**src/rtl/core/nls_pkg.sv**
```systemverilog
// ----------------------------------------------------------------------------
// nls_pkg
// Shared types and constants for the number literal scanner.
// ----------------------------------------------------------------------------
`default_nettype none

package nls_pkg;

    typedef enum logic [3:0] {
        PH_START      = 4'd0,
        PH_SIGNED     = 4'd1,
        PH_ZERO       = 4'd2,
        PH_PREFIX     = 4'd3,
        PH_RADIX      = 4'd4,
        PH_WHOLE      = 4'd5,
        PH_BARE_DOT   = 4'd6,
        PH_POINT      = 4'd7,
        PH_FRACTION   = 4'd8,
        PH_EXP        = 4'd9,
        PH_EXP_SIGN   = 4'd10,
        PH_EXP_DIGITS = 4'd11,
        PH_DEAD       = 4'd15
    } phase_t;

    typedef enum logic [1:0] {
        KIND_NONE  = 2'd0,
        KIND_INT   = 2'd1,
        KIND_FLOAT = 2'd2
    } kind_t;

    typedef enum logic [1:0] {
        RADIX_DEC = 2'd0,
        RADIX_BIN = 2'd1,
        RADIX_OCT = 2'd2,
        RADIX_HEX = 2'd3
    } radix_t;

    localparam logic [7:0] CH_PLUS  = 8'h2B;
    localparam logic [7:0] CH_MINUS = 8'h2D;
    localparam logic [7:0] CH_DOT   = 8'h2E;
    localparam logic [7:0] CH_ZERO  = 8'h30;
    localparam logic [7:0] CH_ONE   = 8'h31;
    localparam logic [7:0] CH_SEVEN = 8'h37;
    localparam logic [7:0] CH_NINE  = 8'h39;
    localparam logic [7:0] CH_UP_A  = 8'h41;
    localparam logic [7:0] CH_UP_E  = 8'h45;
    localparam logic [7:0] CH_UP_F  = 8'h46;
    localparam logic [7:0] CH_LO_A  = 8'h61;
    localparam logic [7:0] CH_LO_B  = 8'h62;
    localparam logic [7:0] CH_LO_E  = 8'h65;
    localparam logic [7:0] CH_LO_F  = 8'h66;
    localparam logic [7:0] CH_LO_O  = 8'h6F;
    localparam logic [7:0] CH_LO_X  = 8'h78;

    localparam int unsigned OUT_LEN_BITS = 16;

    // result transaction: kind in the low bits, length above
    typedef struct packed {
        logic [OUT_LEN_BITS-1:0] length;
        kind_t                   kind;
    } result_t;

endpackage

`default_nettype wire

```
**src/rtl/core/number_literal_scanner.sv**
```systemverilog
// A scan's result is registered in the output register, or the skid entry while output waits.
// Throughput: one char per cycle if s_tready; the phase update is a single small transition.
// A two-entry output register (result plus skid) lets input carry on while a result waits.
// Reset (rst_n low, asynchronous): scan restarts at the start of a view, output queue empty.
// ----------------------------------------------------------------------------
// number_literal_scanner
// Finds the longest numeric literal prefix of each view, one character per
// transaction, and reports its kind and length once per view.
// ----------------------------------------------------------------------------
`default_nettype none

module number_literal_scanner #(
    parameter int unsigned LENGTH_BITS = 16
) (
    input  wire logic        clk,
    input  wire logic        rst_n,
    input  wire logic        s_tvalid,
    output logic             s_tready,
    input  wire logic [7:0]  s_tdata,   // char_in[7:0]
    input  wire logic        s_tlast,   // view_end
    output logic             m_tvalid,
    input  wire logic        m_tready,
    output logic [15:0]      m_tdata,   // literal_length[15:0]
    output logic [1:0]       m_tuser    // literal_kind[1:0]
);

    localparam logic [LENGTH_BITS-1:0] LEN_MAX = {LENGTH_BITS{1'b1}};

    nls_pkg::phase_t          phase_reg, phase_next, adv_phase;
    nls_pkg::kind_t           kind_reg, kind_next, adv_kind;
    nls_pkg::radix_t          radix_reg, radix_next, adv_radix;
    logic [LENGTH_BITS-1:0]   count_reg, count_next;
    logic [LENGTH_BITS-1:0]   acc_len_reg, acc_len_next;
    logic                     given_reg, given_next;

    nls_pkg::result_t         out_data_reg, skid_data_reg, new_result;
    logic                     out_valid_reg, out_valid_next;
    logic                     skid_valid_reg, skid_valid_next;

    logic                     accept, pop, push;
    logic                     is_dec, is_sign, is_exp, is_rdig;
    logic [7:0]               c;
    logic [31:0]              len_wide;

    assign c        = s_tdata;
    assign s_tready = !skid_valid_reg;
    assign accept   = s_tvalid && s_tready;
    assign m_tvalid = out_valid_reg;
    assign m_tdata  = out_data_reg.length;
    assign m_tuser  = out_data_reg.kind;
    assign pop      = out_valid_reg && m_tready;

    assign is_dec  = (c >= nls_pkg::CH_ZERO) && (c <= nls_pkg::CH_NINE);
    assign is_sign = (c == nls_pkg::CH_PLUS) || (c == nls_pkg::CH_MINUS);
    assign is_exp  = (c == nls_pkg::CH_LO_E) || (c == nls_pkg::CH_UP_E);

    always_comb
    begin
        case (radix_reg)
            nls_pkg::RADIX_BIN: is_rdig = (c == nls_pkg::CH_ZERO) || (c == nls_pkg::CH_ONE);
            nls_pkg::RADIX_OCT: is_rdig = (c >= nls_pkg::CH_ZERO) && (c <= nls_pkg::CH_SEVEN);
            nls_pkg::RADIX_HEX: is_rdig = is_dec
                                || ((c >= nls_pkg::CH_LO_A) && (c <= nls_pkg::CH_LO_F))
                                || ((c >= nls_pkg::CH_UP_A) && (c <= nls_pkg::CH_UP_F));
            default:            is_rdig = 1'b0;
        endcase
    end

    // phase transition for one character
    always_comb
    begin
        adv_phase = nls_pkg::PH_DEAD;
        adv_kind  = nls_pkg::KIND_NONE;
        adv_radix = radix_reg;
        case (phase_reg)
            nls_pkg::PH_START, nls_pkg::PH_SIGNED:
            begin
                if (is_sign && phase_reg == nls_pkg::PH_START) begin
                    adv_phase = nls_pkg::PH_SIGNED;
                end else if (c == nls_pkg::CH_ZERO) begin
                    adv_phase = nls_pkg::PH_ZERO;
                    adv_kind  = nls_pkg::KIND_INT;
                end else if (is_dec) begin
                    adv_phase = nls_pkg::PH_WHOLE;
                    adv_kind  = nls_pkg::KIND_INT;
                end else if (c == nls_pkg::CH_DOT) begin
                    adv_phase = nls_pkg::PH_BARE_DOT;
                end
            end
            nls_pkg::PH_ZERO, nls_pkg::PH_WHOLE:
            begin
                if (phase_reg == nls_pkg::PH_ZERO && c == nls_pkg::CH_LO_B) begin
                    adv_phase = nls_pkg::PH_PREFIX;
                    adv_radix = nls_pkg::RADIX_BIN;
                end else if (phase_reg == nls_pkg::PH_ZERO && c == nls_pkg::CH_LO_O) begin
                    adv_phase = nls_pkg::PH_PREFIX;
                    adv_radix = nls_pkg::RADIX_OCT;
                end else if (phase_reg == nls_pkg::PH_ZERO && c == nls_pkg::CH_LO_X) begin
                    adv_phase = nls_pkg::PH_PREFIX;
                    adv_radix = nls_pkg::RADIX_HEX;
                end else if (is_dec) begin
                    adv_phase = nls_pkg::PH_WHOLE;
                    adv_kind  = nls_pkg::KIND_INT;
                end else if (c == nls_pkg::CH_DOT) begin
                    adv_phase = nls_pkg::PH_POINT;
                    adv_kind  = nls_pkg::KIND_FLOAT;
                end else if (is_exp) begin
                    adv_phase = nls_pkg::PH_EXP;
                end
            end
            nls_pkg::PH_PREFIX, nls_pkg::PH_RADIX:
            begin
                if (is_rdig) begin
                    adv_phase = nls_pkg::PH_RADIX;
                    adv_kind  = nls_pkg::KIND_INT;
                end
            end
            nls_pkg::PH_BARE_DOT:
            begin
                if (is_dec) begin
                    adv_phase = nls_pkg::PH_FRACTION;
                    adv_kind  = nls_pkg::KIND_FLOAT;
                end
            end
            nls_pkg::PH_POINT, nls_pkg::PH_FRACTION:
            begin
                if (is_dec) begin
                    adv_phase = nls_pkg::PH_FRACTION;
                    adv_kind  = nls_pkg::KIND_FLOAT;
                end else if (is_exp) begin
                    adv_phase = nls_pkg::PH_EXP;
                end
            end
            nls_pkg::PH_EXP, nls_pkg::PH_EXP_SIGN, nls_pkg::PH_EXP_DIGITS:
            begin
                if (is_sign && phase_reg == nls_pkg::PH_EXP) begin
                    adv_phase = nls_pkg::PH_EXP_SIGN;
                end else if (is_dec) begin
                    adv_phase = nls_pkg::PH_EXP_DIGITS;
                    adv_kind  = nls_pkg::KIND_FLOAT;
                end
            end
            default:
            begin
                adv_phase = nls_pkg::PH_DEAD;
            end
        endcase
    end

    // scan state update and result formation
    always_comb
    begin
        phase_next   = phase_reg;
        kind_next    = kind_reg;
        radix_next   = radix_reg;
        count_next   = count_reg;
        acc_len_next = acc_len_reg;
        given_next   = given_reg;
        push         = 1'b0;
        if (accept && !given_reg) begin
            if (adv_phase != nls_pkg::PH_DEAD) begin
                phase_next = adv_phase;
                radix_next = adv_radix;
                if (count_reg != LEN_MAX) begin
                    count_next = count_reg + 1'b1;
                end
                if (adv_kind != nls_pkg::KIND_NONE) begin
                    acc_len_next = count_next;
                    kind_next    = adv_kind;
                end
            end
            push = (adv_phase == nls_pkg::PH_DEAD) || s_tlast;
        end
        len_wide = 32'(acc_len_next);
        new_result.kind = kind_next;
        if (kind_next == nls_pkg::KIND_NONE) begin
            new_result.length = '0;
        end else if (len_wide > 32'd65535) begin
            new_result.length = '1;
        end else begin
            new_result.length = len_wide[nls_pkg::OUT_LEN_BITS-1:0];
        end
        if (push) begin
            given_next = 1'b1;
        end
        // end of view restarts the scan whether or not a result went out
        if (accept && s_tlast) begin
            phase_next   = nls_pkg::PH_START;
            kind_next    = nls_pkg::KIND_NONE;
            radix_next   = nls_pkg::RADIX_DEC;
            count_next   = '0;
            acc_len_next = '0;
            given_next   = 1'b0;
        end
    end

    always_ff @(posedge clk or negedge rst_n)
    begin
        if (!rst_n) begin
            phase_reg   <= nls_pkg::PH_START;
            kind_reg    <= nls_pkg::KIND_NONE;
            radix_reg   <= nls_pkg::RADIX_DEC;
            count_reg   <= '0;
            acc_len_reg <= '0;
            given_reg   <= 1'b0;
        end else begin
            phase_reg   <= phase_next;
            kind_reg    <= kind_next;
            radix_reg   <= radix_next;
            count_reg   <= count_next;
            acc_len_reg <= acc_len_next;
            given_reg   <= given_next;
        end
    end

    // output register with a skid entry behind it
    always_comb
    begin
        out_valid_next  = out_valid_reg;
        skid_valid_next = skid_valid_reg;
        if (pop) begin
            if (skid_valid_reg) begin
                skid_valid_next = 1'b0;
            end else begin
                out_valid_next = push;
            end
        end else if (push) begin
            if (!out_valid_reg) begin
                out_valid_next = 1'b1;
            end else begin
                skid_valid_next = 1'b1;
            end
        end
    end

    always_ff @(posedge clk or negedge rst_n)
    begin
        if (!rst_n) begin
            out_valid_reg  <= 1'b0;
            skid_valid_reg <= 1'b0;
        end else begin
            out_valid_reg  <= out_valid_next;
            skid_valid_reg <= skid_valid_next;
        end
    end

    always_ff @(posedge clk)
    begin
        if (pop && skid_valid_reg) begin
            out_data_reg <= skid_data_reg;
        end else if (push && (pop || !out_valid_reg)) begin
            out_data_reg <= new_result;
        end
        if (push && out_valid_reg && !pop) begin
            skid_data_reg <= new_result;
        end
    end

endmodule

`default_nettype wire
```
**config.mk**
```make
export PLATFORM = sky130hd
export DESIGN_NAME = number_literal_scanner
export DESIGN_NICKNAME = d
export VERILOG_FILES = /design/src/rtl/core/nls_pkg.sv /design/src/rtl/core/number_literal_scanner.sv
export SDC_FILE = /design/constraint.sdc
export NUM_CORES = 1
export LEC_CHECK = 0
export ABC_AREA = 1
export BUFFER_PORTS_ARGS = -buffer_cell sky130_fd_sc_hd__buf_2
export CAP_MARGIN = 20
export CORE_MARGIN = 4
export CORE_UTILIZATION = 45
export CTS_BUF_LIST = sky130_fd_sc_hd__clkbuf_4 sky130_fd_sc_hd__clkbuf_8
export DETAILED_ROUTE_END_ITERATION = 8
export PLACE_DENSITY = 0.71
export SETUP_SLACK_MARGIN = 0.3
export SYNTH_ARGS = -nofsm -noshare
export SYNTH_HDL_FRONTEND = slang
export SYNTH_SLANG_ARGS = --single-unit
```
**constraint.sdc**
```tcl
create_clock -name clk -period 2.65 [get_ports clk]
set_input_delay 0.1325 -clock clk [delete_from_list [all_inputs] [get_ports clk]]
set_output_delay 0.1325 -clock clk [all_outputs]
set_load 0.05 [all_outputs]
```
==> impl_results.md <==
* CP Capture Type: flop
* Cell Pwr Density at between 800 and 900 nW/um^2
* Non-Filler Instances at 759
* Synthesis-to-layout area growth at 29.7%
* Antenna Violating Nets Remaining at 0
* Clock Tree Buf Depth at 2
* Drt wl/cell at 15.0 um
* Core area at about 9700 um^2
* Most common cell after layout, fill and taps aside: nand2_1
* Crit path to: m_tdata[14]$_DFFE_PP_
* Worst-margin pin slew at about 600 ps
* Placed cells at between 600 and 700
* Placed inst area at slightly below 5000 um^2
* # IOs at 33
* Post-synth EDFFs at 36
* Peak VDD IR at between 300 and 400 uV
* Levels on crit path at 13
* Worst Path Buf+Inv at 2
* First-pass GRT wire length at between 15 and 20 mm
* Reg-to-Reg End: m_tdata[14]$_DFFE_PP_
* Overall die width at about 110 um
* Setup TNS at 0 ps
* Gr ovfl total at 0
* CP startpoint: count_reg[1]$_DFFE_PN0P_
* FILL cells at 780
* Max Clk Rate at 0.416 GHz
* Vias per cell at approximately 5.3
* Post-Syn Area at 4450 um^2
* Syn avg cell area at 8.33 um^2
* Final Max Tran Viols at 0
* Final period util at about nine tenths
* CTS tree: done
* PortBufs at 32
* Relative slew slack at around three fifths
* Number of global-route vias before repair at 3576
* Crit-path max cell delay at approximately 420 ps
* Share of cells above drive strength 1 at a little over a third
* Rows at 36
* Clock transition at path regs at about 100 ps
* Setup ws final at roughly 250 ps
* Startpoint Class: flop
* Status: complete, no violations
* Drt drc at 0
* Root Driver: clkbuf_8
* DR pass1 iterations at 7
* Total CTS buffers at 9
* R2R Path Start: count_reg[1]$_DFFE_PN0P_
* Max Cap Violations at 0
* Worst R2R Setup Slack at between 200 and 250 ps
* Crit path max fanout at 4
* Setup violators final at 0
* Worst reg2reg path depth at 13
* Detailed Place HPWL at ~6.9 mm
* H-Tree Depth at 3
* Post-synthesis sequential area ratio at around half
* RSZ-0062 raised after global routing: true
* Clock skew at 13.1 ps
* Ys async rst share at a little over half
* Clock sink count at slightly below 80
* Final Hold Viols at 0
* Placer's final routability congestion estimate at between 0.8 and 0.9
* Req. time, crit path at roughly 2800 ps
* Crit path top cell by count: nand2_1
* Syn. warnings at 0
* Largest net degree at the start of global routing at 44
* Gr usage total at 18.2%
* Diodes inserted at 0
* First DRT Iteration DRCs at 333
* Crit path arrival time at 2540 ps
* Die Y at roughly 110 um
* Largest delay contributor family on the critical path: simple AND/OR/NAND/NOR gates
* Starting Density at about 46%
* Worst Hold Class: in2reg
* Later-pin clock latency in the skew report at about 370 ps
* Initial antenna violation count at 0
* Yosys reg bits at 79
* Setup CP Type: reg2reg
* Total Die Area at around 12000 um^2
* Pleak at between 2 and 3 nW
* Total routed wirelength at between 10 and 15 mm
* Tmin final at 2400 ps
* Vias at about 4000
* Top FF cell, synth: dfrtp_1
* Critical-path cell list: ha_4, nand2_2, nor2_2, nand4_1, nor2_2, buf_4, nand2_1, xor2_1, nand2_1, o21ai_2, inv_1, nand3_2, nand2_1
* Finished Core Util at approximately three fifths
* Nets at ~640
* Hold-critical path depth at 4
* Worst Setup Slack post-DPL at slightly below 100 ps
* Fin area at slightly below 6000 um^2
* Unique cell type count in the Yosys netlist at 40
* Most frequent cells in the layout: nand2_1 (119), inv_1 (57), nor2_1 (54), dfrtp_1 (41)
* Max reg flops at 18
* Gate Count Post-Synth at around 530
* Post-synth net total at between 500 and 600
* Crit path max-delay cell type: dfrtp_1
-- logic make-up (layout without fill, tap and decap cells) --
family | after synthesis | count (layout) | synth area share [%]
adders and majority gates | 1 | 1 | 0.281
and+or+nand+nor | 291 | 294 | 31.5
DFF | 79 | 79 | 48.5
buffers and inverters | 91 | 180 | 8.67
xor gates and xnor gates | 7 | 7 | 1.38
AOI/OAI and AO/OA | 65 | 65 | 9.71
-- report_power, final --
part	internal (mW)	switching, mW	total, mW
Combinational	0.815	1.54	2.36
Sequential	1.52	0.107	1.63
Clock	0.457	0.521	0.978
-- cell type report --
type                    count  area [um^2]  share of cell area [%]
multi-input cells         367         2180                    37.8
flip-flops and latches     79         2160                    37.5
repair buffers             85          723                    12.5
inverters                  78          318                    5.51
well taps                 133          166                    2.89
clock buffers               9          124                    2.15
clock inverters             7         86.3                    1.50
repair inverters            1         8.76                   0.152
-- stage by stage --
stage	hold slack, ps	power [mW]
2_1_floorplan	-163	3.02
3_3_place_gp	327	3.37
3_5_place_dp	340	3.39
4_1_cts	93.5	4.49
5_1_grt	99.7	5.20
6_report	88.2	4.96
-- synth_stat cells (2+ instances only) --
master / instances / area share (%)
a21oi_1: 9 / 1.0
nor3_1: 5 / 0.56
inv_4: 2 / 0.28
edfxtp_1: 36 / 24
nand2_1: 133 / 11
o21ai_0: 20 / 2.3
o21ai_1: 14 / 1.6
clkbuf_1: 4 / 0.34
inv_2: 16 / 1.4
nor4_1: 5 / 0.70
nand3_1: 31 / 3.5
xor2_1: 7 / 1.4
buf_4: 2 / 0.34
nand3_2: 9 / 2.0
nor2_1: 61 / 5.1
nand4_1: 14 / 2.0
inv_1: 58 / 4.9
nor2_2: 16 / 2.3
buf_6: 2 / 0.51
o22ai_1: 2 / 0.28
o22ai_2: 9 / 2.5
nand2_2: 6 / 0.84
nand3b_1: 2 / 0.34
buf_2: 4 / 0.45
dfrtp_1: 43 / 24
o21ai_2: 6 / 1.2
nand2_4: 4 / 1.0
clkinv_1: 2 / 0.17
-- worst min-delay path, delay by kind of cell --
family | cells | cell delay, ps
and+or+nand+nor | 2 | 100
buffers and inverters | 1 | 140
AOI/OAI and AO/OA | 1 | 50
-- timing repair --
action / CTS / global route
endpoints found under the setup margin: 83 / 95
gates resized for setup: 20 / 55
pin swaps: 8 / 23
endpoints found under the hold margin: 43 / 0
gates cloned: 2 / 7
hold buffers: 1 / 0
buffers inserted: 9 / 27
-- per-layer routing --
layer / track usage [%] / part of all wire, % / up-vias
met5: 0 / 0 / -
met4: 6.31 / 1.6 / 0
met3: 2.94 / 5.6 / 25
met2: 29.8 / 49 / 164
met1: 24.6 / 43 / 1923
li1: - / - / 1913
-- how the worst min path moves through the flow --
| stage | to | from |
|---|---|---|
| after floorplan | acc_len_reg[0]$_DFF_PN0_ | rst_n |
| after global placement | acc_len_reg[13]$_DFF_PN0_ | rst_n |
| after detailed placement | acc_len_reg[13]$_DFF_PN0_ | rst_n |
| after CTS | phase_reg[2]$_DFFE_PN0P_ | s_tlast |
| after global routing | phase_reg[2]$_DFFE_PN0P_ | s_tlast |
| final | phase_reg[2]$_DFFE_PN0P_ | s_tlast |
(Power assumes the default switching activity.)
